$ cat src/design/horspool_substring_search_top_macros.svh
// ---------------------------------------------------------------------------
// Assertion macros for the substring search block
// ---------------------------------------------------------------------------
`ifndef HORSPOOL_SUBSTRING_SEARCH_TOP_MACROS_SVH
`define HORSPOOL_SUBSTRING_SEARCH_TOP_MACROS_SVH

// Same-cycle implication, clocked on clk, off during reset.
`define HSS_ASSERT_NOW(lbl, ante, cons, msg) \
  lbl: assert property (@(posedge clk) disable iff (!rst_n) (ante) |-> (cons)) \
    else $error(msg);

// Next-cycle implication, clocked on clk, off during reset.
`define HSS_ASSERT_NXT(lbl, ante, cons, msg) \
  lbl: assert property (@(posedge clk) disable iff (!rst_n) (ante) |=> (cons)) \
    else $error(msg);

`endif

$ cat src/design/hss_pkg.sv
// ---------------------------------------------------------------------------
// hss_pkg
// Shared sizes, codes and controller/datapath interface types.
// ---------------------------------------------------------------------------
`timescale 1ns / 1ps
`default_nettype none

package hss_pkg;

  localparam int TEXT_DEPTH    = 4096;
  localparam int PATTERN_DEPTH = 256;
  localparam int ALPHABET_SIZE = 256;

  localparam int TA_W   = $clog2(TEXT_DEPTH);      // text address
  localparam int TL_W   = TA_W + 1;                // text length
  localparam int PA_W   = $clog2(PATTERN_DEPTH);   // pattern address
  localparam int PL_W   = PA_W + 1;                // pattern length / shift
  localparam int CH_W   = $clog2(ALPHABET_SIZE);   // byte value
  localparam int POS_W  = 12;
  localparam int KIND_W = 2;

  typedef enum logic [KIND_W-1:0] {
    KIND_LOAD_PAT = 2'd0,
    KIND_LOAD_TXT = 2'd1,
    KIND_SEARCH   = 2'd2,
    KIND_NONE     = 2'd3
  } hss_kind_t;

  typedef struct packed {
    logic load_pat;
    logic load_txt;
    logic start;
    logic clr_skip;
    logic i_clr;
    logic i_inc;
    logic pat_rd_i;
    logic pat_rd_last;
    logic tail_ld;
    logic skip_wr;
    logic txt_rd_tail;
    logic txt_rd_cmp;
    logic skip_rd;
    logic idx_adv;
    logic emit_hit;
    logic emit_miss;
  } hss_cmd_t;

  typedef struct packed {
    logic plen_zero;
    logic no_room;
    logic last_zero;
    logic i_nxt_last;
    logic tail_eq;
    logic byte_eq;
    logic adv_over;
    logic out_free;
  } hss_sts_t;

endpackage

`default_nettype wire

$ cat src/design/hss_ctrl.sv
// ---------------------------------------------------------------------------
// hss_ctrl
// Sequencer for loads, table build, scan and compare.
// ---------------------------------------------------------------------------
`timescale 1ns / 1ps
`default_nettype none

module hss_ctrl import hss_pkg::*; (
  input  wire logic              clk,
  input  wire logic              rst_n,
  input  wire logic              in_valid,
  output logic                   in_stall,
  input  wire logic [KIND_W-1:0] in_kind,
  input  wire hss_sts_t          sts,
  output hss_cmd_t               cmd
);

  typedef enum logic [12:0] {
    S_IDLE      = 13'b0000000000001,
    S_CHECK     = 13'b0000000000010,
    S_BUILD_RD  = 13'b0000000000100,
    S_BUILD_WR  = 13'b0000000001000,
    S_TAIL_RD   = 13'b0000000010000,
    S_TAIL_WR   = 13'b0000000100000,
    S_SCAN_RD   = 13'b0000001000000,
    S_SCAN_CHK  = 13'b0000010000000,
    S_SCAN_ADV  = 13'b0000100000000,
    S_CMP_RD    = 13'b0001000000000,
    S_CMP_CHK   = 13'b0010000000000,
    S_EMIT_HIT  = 13'b0100000000000,
    S_EMIT_MISS = 13'b1000000000000
  } hss_state_t;

  hss_state_t state_r, state_nxt;
  logic       accept;

  assign in_stall = (state_r != S_IDLE);
  assign accept   = in_valid && !in_stall;

  always_comb begin
    state_nxt = state_r;
    cmd       = '0;
    case (state_r)
      S_IDLE: begin
        if (accept) begin
          cmd.load_pat = (in_kind == KIND_LOAD_PAT);
          cmd.load_txt = (in_kind == KIND_LOAD_TXT);
          if (in_kind == KIND_SEARCH) begin
            cmd.start = 1'b1;
            state_nxt = S_CHECK;
          end
        end
      end
      S_CHECK: begin
        if (sts.plen_zero) begin
          state_nxt = S_EMIT_HIT;
        end else if (sts.no_room) begin
          state_nxt = S_EMIT_MISS;
        end else begin
          cmd.clr_skip = 1'b1;
          cmd.i_clr    = 1'b1;
          state_nxt    = sts.last_zero ? S_TAIL_RD : S_BUILD_RD;
        end
      end
      S_BUILD_RD: begin
        cmd.pat_rd_i = 1'b1;
        state_nxt    = S_BUILD_WR;
      end
      S_BUILD_WR: begin
        cmd.skip_wr = 1'b1;
        cmd.i_inc   = 1'b1;
        state_nxt   = sts.i_nxt_last ? S_TAIL_RD : S_BUILD_RD;
      end
      S_TAIL_RD: begin
        cmd.pat_rd_last = 1'b1;
        state_nxt       = S_TAIL_WR;
      end
      S_TAIL_WR: begin
        cmd.tail_ld = 1'b1;
        state_nxt   = S_SCAN_RD;
      end
      S_SCAN_RD: begin
        cmd.txt_rd_tail = 1'b1;
        state_nxt       = S_SCAN_CHK;
      end
      S_SCAN_CHK: begin
        cmd.skip_rd = 1'b1;
        if (!sts.tail_eq) begin
          state_nxt = S_SCAN_ADV;
        end else if (sts.last_zero) begin
          state_nxt = S_EMIT_HIT;
        end else begin
          cmd.i_clr = 1'b1;
          state_nxt = S_CMP_RD;
        end
      end
      S_SCAN_ADV: begin
        cmd.idx_adv = 1'b1;
        state_nxt   = sts.adv_over ? S_EMIT_MISS : S_SCAN_RD;
      end
      S_CMP_RD: begin
        cmd.pat_rd_i   = 1'b1;
        cmd.txt_rd_cmp = 1'b1;
        state_nxt      = S_CMP_CHK;
      end
      S_CMP_CHK: begin
        if (!sts.byte_eq) begin
          state_nxt = S_SCAN_ADV;
        end else if (sts.i_nxt_last) begin
          state_nxt = S_EMIT_HIT;
        end else begin
          cmd.i_inc = 1'b1;
          state_nxt = S_CMP_RD;
        end
      end
      S_EMIT_HIT: begin
        if (sts.out_free) begin
          cmd.emit_hit = 1'b1;
          state_nxt    = S_IDLE;
        end
      end
      S_EMIT_MISS: begin
        if (sts.out_free) begin
          cmd.emit_miss = 1'b1;
          state_nxt     = S_IDLE;
        end
      end
      default: begin
        state_nxt = S_IDLE;
      end
    endcase
  end

  always_ff @(posedge clk) begin
    if (!rst_n) begin
      state_r <= S_IDLE;
    end else begin
      state_r <= state_nxt;
    end
  end

endmodule

`default_nettype wire

$ cat config.mk
export PLATFORM = sky130hd
export DESIGN_NAME = hss_ctrl
export DESIGN_NICKNAME = d
export VERILOG_FILES = /design/src/design/horspool_substring_search_top_macros.svh /design/src/design/hss_pkg.sv /design/src/design/hss_ctrl.sv
export SDC_FILE = /design/constraint.sdc
export NUM_CORES = 1
export LEC_CHECK = 0
export BUFFER_PORTS_ARGS = -buffer_cell sky130_fd_sc_hd__buf_2
export CAP_MARGIN = 10
export CELL_PAD_IN_SITES_DETAIL_PLACEMENT = 0
export CELL_PAD_IN_SITES_GLOBAL_PLACEMENT = 1
export CORE_MARGIN = 3
export CORE_UTILIZATION = 35
export DETAILED_ROUTE_END_ITERATION = 10
export PLACE_DENSITY_LB_ADDON = 0.1
export SYNTH_ARGS = -nofsm -noshare
export SYNTH_HDL_FRONTEND = slang
export SYNTH_SLANG_ARGS = --single-unit
$ cat constraint.sdc
create_clock -name clk -period 3.5 [get_ports clk]
set_clock_uncertainty 0.2 [all_clocks]
set_input_delay 0.7 -clock clk [delete_from_list [all_inputs] [get_ports clk]]
set_output_delay 0.7 -clock clk [all_outputs]
set_load 0.05 [all_outputs]
### Yosys cells after proc, flatten, opt, wreduce, memory -nomap -nowiden

Index checks and enable logic that the tools add are counted.

| word-level totals | value |
|---|---|
| bits in registers | 13 |
| input port bits | 13 |
| output and inout port bits | 17 |
| logic and storage cells | 62 |

| cells by class | value |
|---|---|
| equal/unequal tests | 19 |
| muxes and demuxes | 36 |
| reductions and logical operators | 6 |

Operators with widths:

| cell | count |
|---|---|
| $pmux W13 S12 | 1 |
| $mux W13 | 7 |
| $mux W12 | 3 |
| $mux W1 | 17 |
| $eq A13 B1 Y1 const B | 1 |
| $eq A13 B10 Y1 const B | 1 |
| $eq A13 B11 Y1 const B | 1 |
| $eq A13 B12 Y1 const B | 1 |
| $eq A13 B13 Y1 const B | 1 |
| $eq A13 B2 Y1 const B | 1 |
| $eq A13 B3 Y1 const B | 1 |
| $eq A13 B4 Y1 const B | 1 |
| $eq A13 B5 Y1 const B | 1 |
| $eq A13 B6 Y1 const B | 1 |
| $eq A13 B7 Y1 const B | 1 |
| $eq A13 B8 Y1 const B | 1 |
| $eq A13 B9 Y1 const B | 1 |
| $ne A13 B1 Y1 const B | 1 |
| $mux W5 | 2 |
| $mux W3 | 2 |
| $mux W2 | 2 |
| $ne A2 B2 Y1 const B | 2 |
| $pmux W1 S2 | 2 |
| $reduce_or A2 Y1 | 2 |
| 7 further kinds | 7 |

### Longest topological paths before layout

Gate-level depths: netlist (run 1).

| depth | value |
|---|---|
| word-level depth | 5 |
| mapped depth | 7 |
| depth with buffers taken out | 6 |

### Least setup slack after synthesis (run 1)

OpenSTA, ideal clock, no wires.

| timing path | value |
|---|---|
| kind | reg2out |
| start point | register state_r[4] |
| end point | output cmd[1] (netlist name) |
| arrival | 2999 ps |
| required time | 2600 ps |
| setup slack | -399 ps |
| cell stages (with the launch flop) | 6 |
| buffers on the path | 2 |
| cells stage by stage | dfxtp_1 or4_4 buf_6 or3_1 buf_2 nor4_1 |

RTL lines:

| what | line | source |
|---|---|---|
| start: declaration | hss_ctrl.sv:34 | `hss_state_t state_r, state_nxt;` |
| start signal: assignment | hss_ctrl.sv:138 | `state_r <= state_nxt;` |
| end: declaration | hss_ctrl.sv:15 | `output hss_cmd_t cmd` |

==> results of run 1 <==
## per-stage QoR
stage / instance area [um^2] / setup slack, ns / utilization (%) / std cells / hold WS (ns)
after floorplan: 913 / 0.0387 / - / 117 / 0.379
after global placement: 1080 / 0.413 / 46.0 / 171 / 0.441
after detailed placement: 1080 / 0.384 / 46.0 / 171 / 0.438
after CTS: 1100 / 0.0713 / 47.2 / 175 / 0.458
after global routing: 1110 / 0.0890 / 47.4 / 175 / 0.494
final: 1110 / 0.171 / 47.4 / 175 / 0.469
## cells by family (layout without fill, tap and decap cells)
family | Yosys count | count (layout)
and+or+nand+nor | 70 | 70
DFF | 13 | 13
buffers and inverters | 11 | 41
xor gates and xnor gates | 4 | 4
AOI/OAI and AO/OA | 19 | 19
## cells in the final DEF (no fill, tap or decap), types with 2 or more instances in the layout
cell      Yosys  routed
a21oi_1       4       4
dfxtp_1      13      13
xnor2_1       3       3
nor4_1        3       2
nand2_1       9       9
nor4b_1       2       2
and4b_1       2       2
a31oi_1       2       2
or4_1         3       3
or3_1         3       2
o21ai_0       3       3
and2_1        2       2
nand3_1       5       5
clkbuf_4      0       3
nor2_1       16      16
nor3b_1       4       4
nor3_1        4       4
buf_2         1      29
nand3b_1      3       3
inv_1         7       7
and3_1        6       6
## repair_timing
action / CTS / global route
hold buffers: 0 / 0
resized for setup: 0 / 1
setup endpoints to repair: 0 / 1
## cell usage after synthesis, types with 3 or more instances
cell type | number | area (um^2)
nor3b_1 | 4 | 30.0
and3_1 | 6 | 37.5
nor3_1 | 4 | 20.0
dfxtp_1 | 13 | 260
nand3b_1 | 3 | 22.5
or4_1 | 3 | 22.5
inv_1 | 7 | 26.3
nor2_1 | 16 | 60.1
o21ai_0 | 3 | 15.0
or3_1 | 3 | 18.8
xnor2_1 | 3 | 26.3
a21oi_1 | 4 | 20.0
nand3_1 | 5 | 25.0
nor4_1 | 3 | 18.8
nand2_1 | 9 | 33.8
## layer usage
metal	up-vias	routed length (um)	global-route usage (%)
li1	493	-	-
met1	440	1190	22.5
met2	25	1110	24.3
met3	2	115	3.22
met4	0	12	5.63
met5	-	0	0
## final timing paths
| path | start | end | slack [ns] | cells after the start |
|---|---|---|---|---|
| min | state_r[11] | state_r[11] | 0.47 | 1 |
| max | state_r[0] | cmd[10] | 0.17 | 5 |
| min reg2reg | state_r[11] | state_r[11] | 0.47 | 1 |
| max reg2reg | state_r[0] | state_r[12] | 1.22 | 5 |
## power by group through the flow
stage / logic [uW] / clock network [uW] / registers, uW
3_5_place_dp: 252 / 0 / 175
6_report: 256 / 95.3 / 172
3_3_place_gp: 254 / 0 / 174
4_1_cts: 253 / 99.5 / 171
2_1_floorplan: 193 / 0 / 171
5_1_grt: 279 / 106 / 173
## area by class of cell
cell class                      instances  area (um^2)  area share, %
Sequential cell                        13          260           23.5
Timing Repair Buffer                   30          153           13.8
Multi-Input combinational cell         93          608           54.9
Tap cell                               28         35.0           3.16
Inverter                                7         26.3           2.37
Clock buffer                            4         26.3           2.37
## critical path, delay by kind of cell, from the launching register on
family        cells  cell delay [ns]
buf+inv           1             0.26
flops             1             0.34
simple gates      4             1.55
==> key figures, run 1 <==
Worst setup path
  • CP arrival: 2.43 ns
  • CP Cell Sequence: or4_1 > or3_4 > or3_1 > nand2_1 > buf_2
  • Crit-path max FO: 7
  • Type of the worst setup path: flop to output port
  • Crit. End Element: output port
  • CP max-delay cell: or4_1
  • Max incr delay on CP: 0.66 ns
  • Critical path startpoint category: flop
  • Critical path required time: 2.60 ns

Placement
  • Routability Congestion: 0.852
  • Port Buffers: 29
  • DP Wirelength: roughly 2000 um

Synthesis
  • Synth Instances: 117
  • Top_reg_cell synth: dfxtp_1
  • Unique cell type count in the Yosys netlist: 41
  • Compound-Gate Fraction of Synth Area: approximately 15%
  • Fraction of synthesized cell area in xor and xnor cells: under 10%
  • Post-synth ARST share: 0%
  • #FFs+latches synth: 13
  • Seq/Total Area, Yosys: between 20% and 30%
  • Synth Net Count: 130
  • Largest family of logic cells by synthesized area: simple AND/OR/NAND/NOR gates
  • Post-synthesis mux area share: 0%
  • Synthesis Warnings: 0
  • Post-synthesis simple-gate area fraction: 46.7%
  • Synth Area in Adders: 0%
  • Syn Area/Cell: 7.73 um^2
  • EDFF count, synth: 0
  • Post-Syn Area: between 900 and 1000 um^2

Floorplan
  • Die Wd: ~57 um
  • Core ar.: between 2000 and 2500 um^2
  • IO Count: 30
  • Die ar.: approximately 3200 um^2
  • Initial Utilization: just under 40%
  • Die height: between 50 and 60 um
  • # rows: 17

Routing
  • Number of vias per cell: roughly 5.5
  • DRT Pass-1 Iters: 4
  • Antenna Nets Post-Route: 0
  • Drc violations: 0
  • Vias post-DR: 960
  • DR iter-0 viols: 26
  • Routed WL: 2420 um
  • WL/cell: around 14 um

Power and ir drop
  • Clock network fraction of total power: 18.2%
  • P per Cell Area: between 400 and 500 nW/um^2
  • NetSw: between 200 and 250 uW
  • Logic pwr share: 48.9%
  • Internal Pwr Total: 290 uW
  • Leakage: about 0.00054 uW
  • Switching Share: 44.6%
  • Seq pwr share: approximately a third
  • Power, Total: ~520 uW
  • VDD IR max: between 0.3 and 0.4 mV

Hold path
  • Hold Path Class: flop to flop

Timing
  • Total Neg Setup Slack: 0 ns
  • Fmax: 300 MHz
  • RSZ-0062 raised after global routing: no
  • Worst slew pin tran: between 0.6 and 0.7 ns
  • Slew headroom: 54.5%
  • Setup-failing EPs final: 0
  • Hold Fails Final Rpt: 0
  • Final Max Tran Viols: 0
  • Minimum clock period: 3.33 ns
  • Period utilization: approximately 95%

Clock tree
  • CTS tree: yes
  • CTS buffer count: 3
  • CTS sink cnt: 13
  • Clk slew on worst S/H paths: approximately 0.080 ns
  • H-tree levels: 1
  • Post-CTS Setup Inserts: 0
  • Root Buffer: clkbuf_4
  • Clock Tree Buf Depth: 2
  • Worst-Skew Late Latency: 0.27 ns

Global routing
  • Initial antenna violation count: 0
  • Total congestion overflow: 0
  • Number of global-route vias before repair: approximately 900
  • Total GRT Usage: about 16%
  • Largest net degree at the start of global routing: 11
  • First-pass GRT wire length: about 4100 um

Finish
  • Final #Nets: between 150 and 200
  • Max reg flops: 13
  • Antenna cells: 0
  • Area Overhead vs Synth: 22.5%
  • Fillers: 253
  • Fraction of layout cells with a size suffix above 1: 29.3%
  • Registers with the most flip-flops: state_r x13
  • Reg with most FFs: state_r

Run status
  • Outcome: finished, final reports clean

Job
  • Maxcap violations: 0
No activity file was read; power rests on OpenSTA's default activity.
==> run 2, diff against run 1 <==
Settings changed: CORE_ASPECT_RATIO from default to 0.7.
==> run 2 against run 1 <==
Wire length increased by 2.4%. Utilization rose by 1.8 points. Largest cell class unchanged. Combinational power decreased by 2%. Via count is 2.2% higher.
==> key figures, run 2 (synthesis gave the netlist of run 1 again) <==
Run status
  • Outcome: finished, final reports clean

Worst setup path
  • Critical path startpoint category: flop
  • CP arrival: about 2.5 ns
  • Flop-to-flop setup slack: 1.15 ns
  • Crit-path max FO: 8
  • Critical path required time: about 2.6 ns
  • Crit. End Element: output port
  • Type of the worst setup path: flop to output port

Timing
  • RSZ-0062 raised after global routing: no
  • Total Neg Setup Slack: 0 ns
  • Hold Fails Final Rpt: 0
  • Worst slew pin tran: 0.599 ns
  • WHS: roughly 0.44 ns
  • Setup-failing EPs final: 0
  • Slew headroom: 59.5%
  • Fmax: 296 MHz
  • Minimum clock period: between 3 and 4 ns
  • Final Max Tran Viols: 0
  • Period utilization: 96.6%

Routing
  • WL/cell: between 10 and 15 um
  • Vias post-DR: slightly below 1000
  • DRT Pass-1 Iters: 4
  • Antenna Nets Post-Route: 0
  • Routed WL: ~2500 um
  • Number of vias per cell: about 5.5
  • Drc violations: 0
  • DR iter-0 viols: 38

Finish
  • Highest-count cells in the layout ignoring fill and taps: buf_2, nor2_1, dfxtp_1
  • Final Util: 49.2%
  • Most common cell after layout, fill and taps aside: buf_2
  • Final #Nets: between 150 and 200
  • Reg with most FFs: state_r
  • Antenna cells: 0
  • Area Overhead vs Synth: 24.8%
  • Fraction of layout cells with a size suffix above 1: slightly below 30%
  • Registers with the most flip-flops: state_r x13
  • Max reg flops: 13

Clock tree
  • Root Buffer: clkbuf_8
  • Clk slew on worst S/H paths: around 0.060 ns
  • CTS buffer count: 3
  • Clock Tree Buf Depth: 2
  • Worst-Skew Late Latency: 0.25 ns
  • Cts hold-fix bufs: 0
  • CTS sink cnt: 13
  • H-tree levels: 1
  • CTS tree: yes
  • CTS resizes: 0
  • Post-CTS Setup Inserts: 0

Power and ir drop
  • Switching Share: 42.5%
  • Leakage: ~0.00055 uW
  • Seq pwr share: between 30% and 40%
  • NetSw: between 200 and 250 uW
  • VDD IR max: 0.226 mV
  • Internal Pwr Total: 322 uW
  • Clock network fraction of total power: between 20% and 30%
  • Logic pwr share: a little under half
  • P per Cell Area: about 500 nW/um^2

Placement
  • Routability Congestion: just over 0.8
  • DP Wirelength: 2030 um
  • Port Buffers: 29

Floorplan
  • Initial Utilization: 39.4%
  • IO Count: 30
  • # rows: 14
  • Die height: approximately 49 um
  • Die ar.: between 3000 and 4000 um^2
  • Core ar.: between 2000 and 2500 um^2
  • Die Wd: roughly 67 um

Job
  • Maxcap violations: 0

Global routing
  • First-pass GRT wire length: 4170 um
  • Total GRT Usage: between 10% and 20%
  • Initial antenna violation count: 0
  • Total congestion overflow: 0
  • Largest net degree at the start of global routing: 11
  • Number of global-route vias before repair: 928

Hold path
  • Hold Path Class: flop to flop
run 2: cell types whose count changed in the layout (fill, tap and decap cells not counted), sizes merged:
cell    before  now
clkinv       0    1
clkbuf       4    3
run 2: worst max-delay path: stages (launching register included):
cell	delay, ns
dfxtp_1	0.36
or4_4	0.61
or3_1	0.50
or3_1	0.42
nand2_1	0.08
buf_2	0.26
run 2: path summary, 6_finish.rpt:
kind,cells after the start,start,endpoint
hold / removal,1,state_r[11],state_r[11]
setup / recovery,5,state_r[4],cmd[10]
hold reg to reg,1,state_r[11],state_r[11]
setup reg to reg,5,state_r[4],state_r[12]
run 2: cell type report:
type	instances	area [um^2]
tap	32	40.0
sequential	13	260
multi-input combinational	93	603
clock inverter	1	5.00
fill	233	1170
timing repair buffer	30	153
clock buffer	3	41.3
inverter	7	26.3
run 2: metal layers:
metal / vias up / part of all wire, % / track usage (%) / routed length [um]
met4: 0 / 0.85 / 4.05 / 21
met3: 4 / 7.8 / 5.09 / 194
li1: 489 / - / - / -
met2: 39 / 38 / 20.7 / 931
met1: 449 / 54 / 25.8 / 1340
met5: - / 0 / 0 / 0
run 2: power groups by stage:
stage,sequential (uW),combinational [uW],clock (uW)
5_1_grt,172,275,143
3_5_place_dp,174,251,0
2_1_floorplan,171,193,0
6_report,171,252,136
3_3_place_gp,173,256,0
4_1_cts,171,251,138
run 2: through the flow:
step                cells  setup WS (ns)  cell area, um^2  power (uW)
global placement      175          0.417             1080         429
global route          179         0.0493             1130         591
CTS                   179          0.126             1130         560
floorplan             117         0.0387              913         364
detailed placement    175          0.385             1080         425
finish                179          0.120             1130         559
==> run 3, diff against run 2 <==
Clock period 3.5 ns to 3.79 ns, I/O delays scaled along.
==> run 3 against run 2 <==
Design area shrank 0.22%. Worst setup slack gained 0.23 ns. Largest cell class unchanged. Count of clock-buffer cells in the layout is the same. Cell count is the same.
==> key figures, run 3 (synthesis gave the netlist of run 1 again) <==
Run status
  • Outcome: finished, final reports clean

Floorplan
  • IO Count: 30
  • Die Wd: ~67 um
  • Core ar.: 2290 um^2
  • Initial Utilization: 39.4%
  • Die height: just under 50 um
  • Die ar.: roughly 3200 um^2
  • # rows: 14

Finish
  • Most common cell after layout, fill and taps aside: buf_2
  • Max reg flops: 13
  • Fraction of layout cells with a size suffix above 1: 28.6%
  • Final #Nets: 161
  • Multi-input gate area: 601 um^2
  • Highest-count cells in the layout ignoring fill and taps: buf_2, nor2_1, dfxtp_1
  • Register area: 260 um^2
  • Area Overhead vs Synth: 24.5%
  • Reg with most FFs: state_r
  • Antenna cells: 0
  • Registers with the most flip-flops: state_r x13
  • Fillers: 239

Worst setup path
  • Reg2reg end: state_r[12]
  • CP max-delay cell: or4_1
  • Most frequent CP cell: or3_1
  • CP arrival: roughly 2.5 ns
  • Type of the worst setup path: flop to output port
  • Crit-path max FO: 7
  • Cell family contributing the most delay on the critical path: simple AND/OR/NAND/NOR gates
  • Critical path required time: about 2.8 ns
  • Buf/Inv on CP: 1
  • Flop-to-flop setup slack: roughly 1.4 ns
  • R2R cell count: 5
  • Crit. End Element: output port
  • Levels on crit path: 5
  • Critical path startpoint category: flop
  • Reg2reg start: state_r[0]
  • CP Cell Sequence: or4_1 > or3_1 > or3_1 > nand2_1 > buf_2
  • Max incr delay on CP: ~0.66 ns

Clock tree
  • Worst-Skew Late Latency: around 0.24 ns
  • Clock Tree Buf Depth: 2
  • CTS tree: yes
  • Clk slew on worst S/H paths: 0.06 ns
  • Root Buffer: clkbuf_8
  • CTS sink cnt: 13
  • H-tree levels: 1
  • Cts hold-fix bufs: 0
  • CTS resizes: 0
  • CTS buffer count: 3
  • Post-CTS Setup Inserts: 0

Global routing
  • Largest net degree at the start of global routing: 11
  • Met1 usage in global routing: between 20% and 30%
  • Number of global-route vias before repair: approximately 880
  • First-pass GRT wire length: around 4200 um
  • Initial antenna violation count: 0
  • Met3 Use GR: ~4.6%
  • GR Util met2: ~22%
  • Total congestion overflow: 0
  • Total GRT Usage: 16.6%
  • GRT Max-Usage Layer: met1

Routing
  • DRT Pass-1 Iters: 4
  • Number of vias per cell: 5.49
  • Vias post-DR: roughly 980
  • DR iter-0 viols: 46
  • WL/cell: between 10 and 15 um
  • Drc violations: 0
  • Routed WL: approximately 2600 um
  • Antenna Nets Post-Route: 0

Timing
  • Fin worst setup slack: around 0.35 ns
  • Minimum clock period: ~3.4 ns
  • Final Max Tran Viols: 0
  • Fmax: approximately 290 MHz
  • Setup-failing EPs final: 0
  • Slew headroom: a little over three fifths
  • RSZ-0062 raised after global routing: no
  • Hold Fails Final Rpt: 0
  • Worst slew pin tran: about 0.55 ns
  • Total Neg Setup Slack: 0 ns
  • Period utilization: roughly 91%

Placement
  • Port Buffers: 29
  • Routability Congestion: roughly 0.79
  • DP Wirelength: around 2100 um
  • Placement Setup Slack: just over 0.6 ns

Job
  • Maxcap violations: 0

Hold path
  • WHS Path Cells: 1
  • Hold Crit Start: state_r[11]
  • Hold Path Class: flop to flop
  • Worst Hold Path EP: state_r[11]

Power and ir drop
  • P per Cell Area: about 460 nW/um^2
  • VDD IR max: about 0.21 mV
  • Leakage: about 0.00055 uW
-- run 3: cell count changes in the layout (fill, tap and decap cells not counted) --
| cell | delta |
|---|---|
| nor2b_1 | +1 |
| nor2b_2 | -1 |
-- run 3: cell type report --
| type | count | area share [%] |
|---|---|---|
| Clock buffer | 3 | 3.67 |
| Clock inverter | 1 | 0.444 |
| Inverter | 7 | 2.33 |
| Multi-Input combinational cell | 93 | 53.3 |
| Sequential cell | 13 | 23.1 |
| Tap cell | 32 | 3.56 |
| Timing Repair Buffer | 30 | 13.6 |
-- run 3: how the worst max path moves through the flow --
stage | startpoint | end
floorplan | state_r[9] | cmd[15]
global placement | state_r[0] | cmd[10]
detailed placement | state_r[4] | cmd[10]
CTS | state_r[4] | cmd[10]
global route | state_r[9] | cmd[14]
finish | state_r[0] | cmd[10]
-- run 3: worst register-to-register path: cells and delay by family (launching register included) --
family          cells  cell delay (ns)
simple gates        3             1.52
flops               1             0.33
compound gates      2             0.29
-- run 3: per-layer routing --
layer	up-vias	share of wire, %
met1	458	54
met4	0	0.46
met2	31	39
li1	491	-
met5	-	0
met3	2	6.5
-- run 3: power by group --
part	total (uW)	switching, uW	internal, uW
combinational	239	162	77.3
clock	123	50.3	72.6
sequential	159	12.2	147
-- run 3: per-stage QoR --
step | instance area, um^2 | total power, uW | instances | util (%) | hold WS, ns
after floorplan | 911 | 336 | 117 | - | 0.379
after global placement | 1080 | 399 | 175 | 47.1 | 0.443
after detailed placement | 1080 | 399 | 175 | 47.1 | 0.437
after CTS | 1130 | 523 | 179 | 49.1 | 0.451
after global routing | 1130 | 554 | 179 | 49.1 | 0.474
final | 1130 | 521 | 179 | 49.1 | 0.453
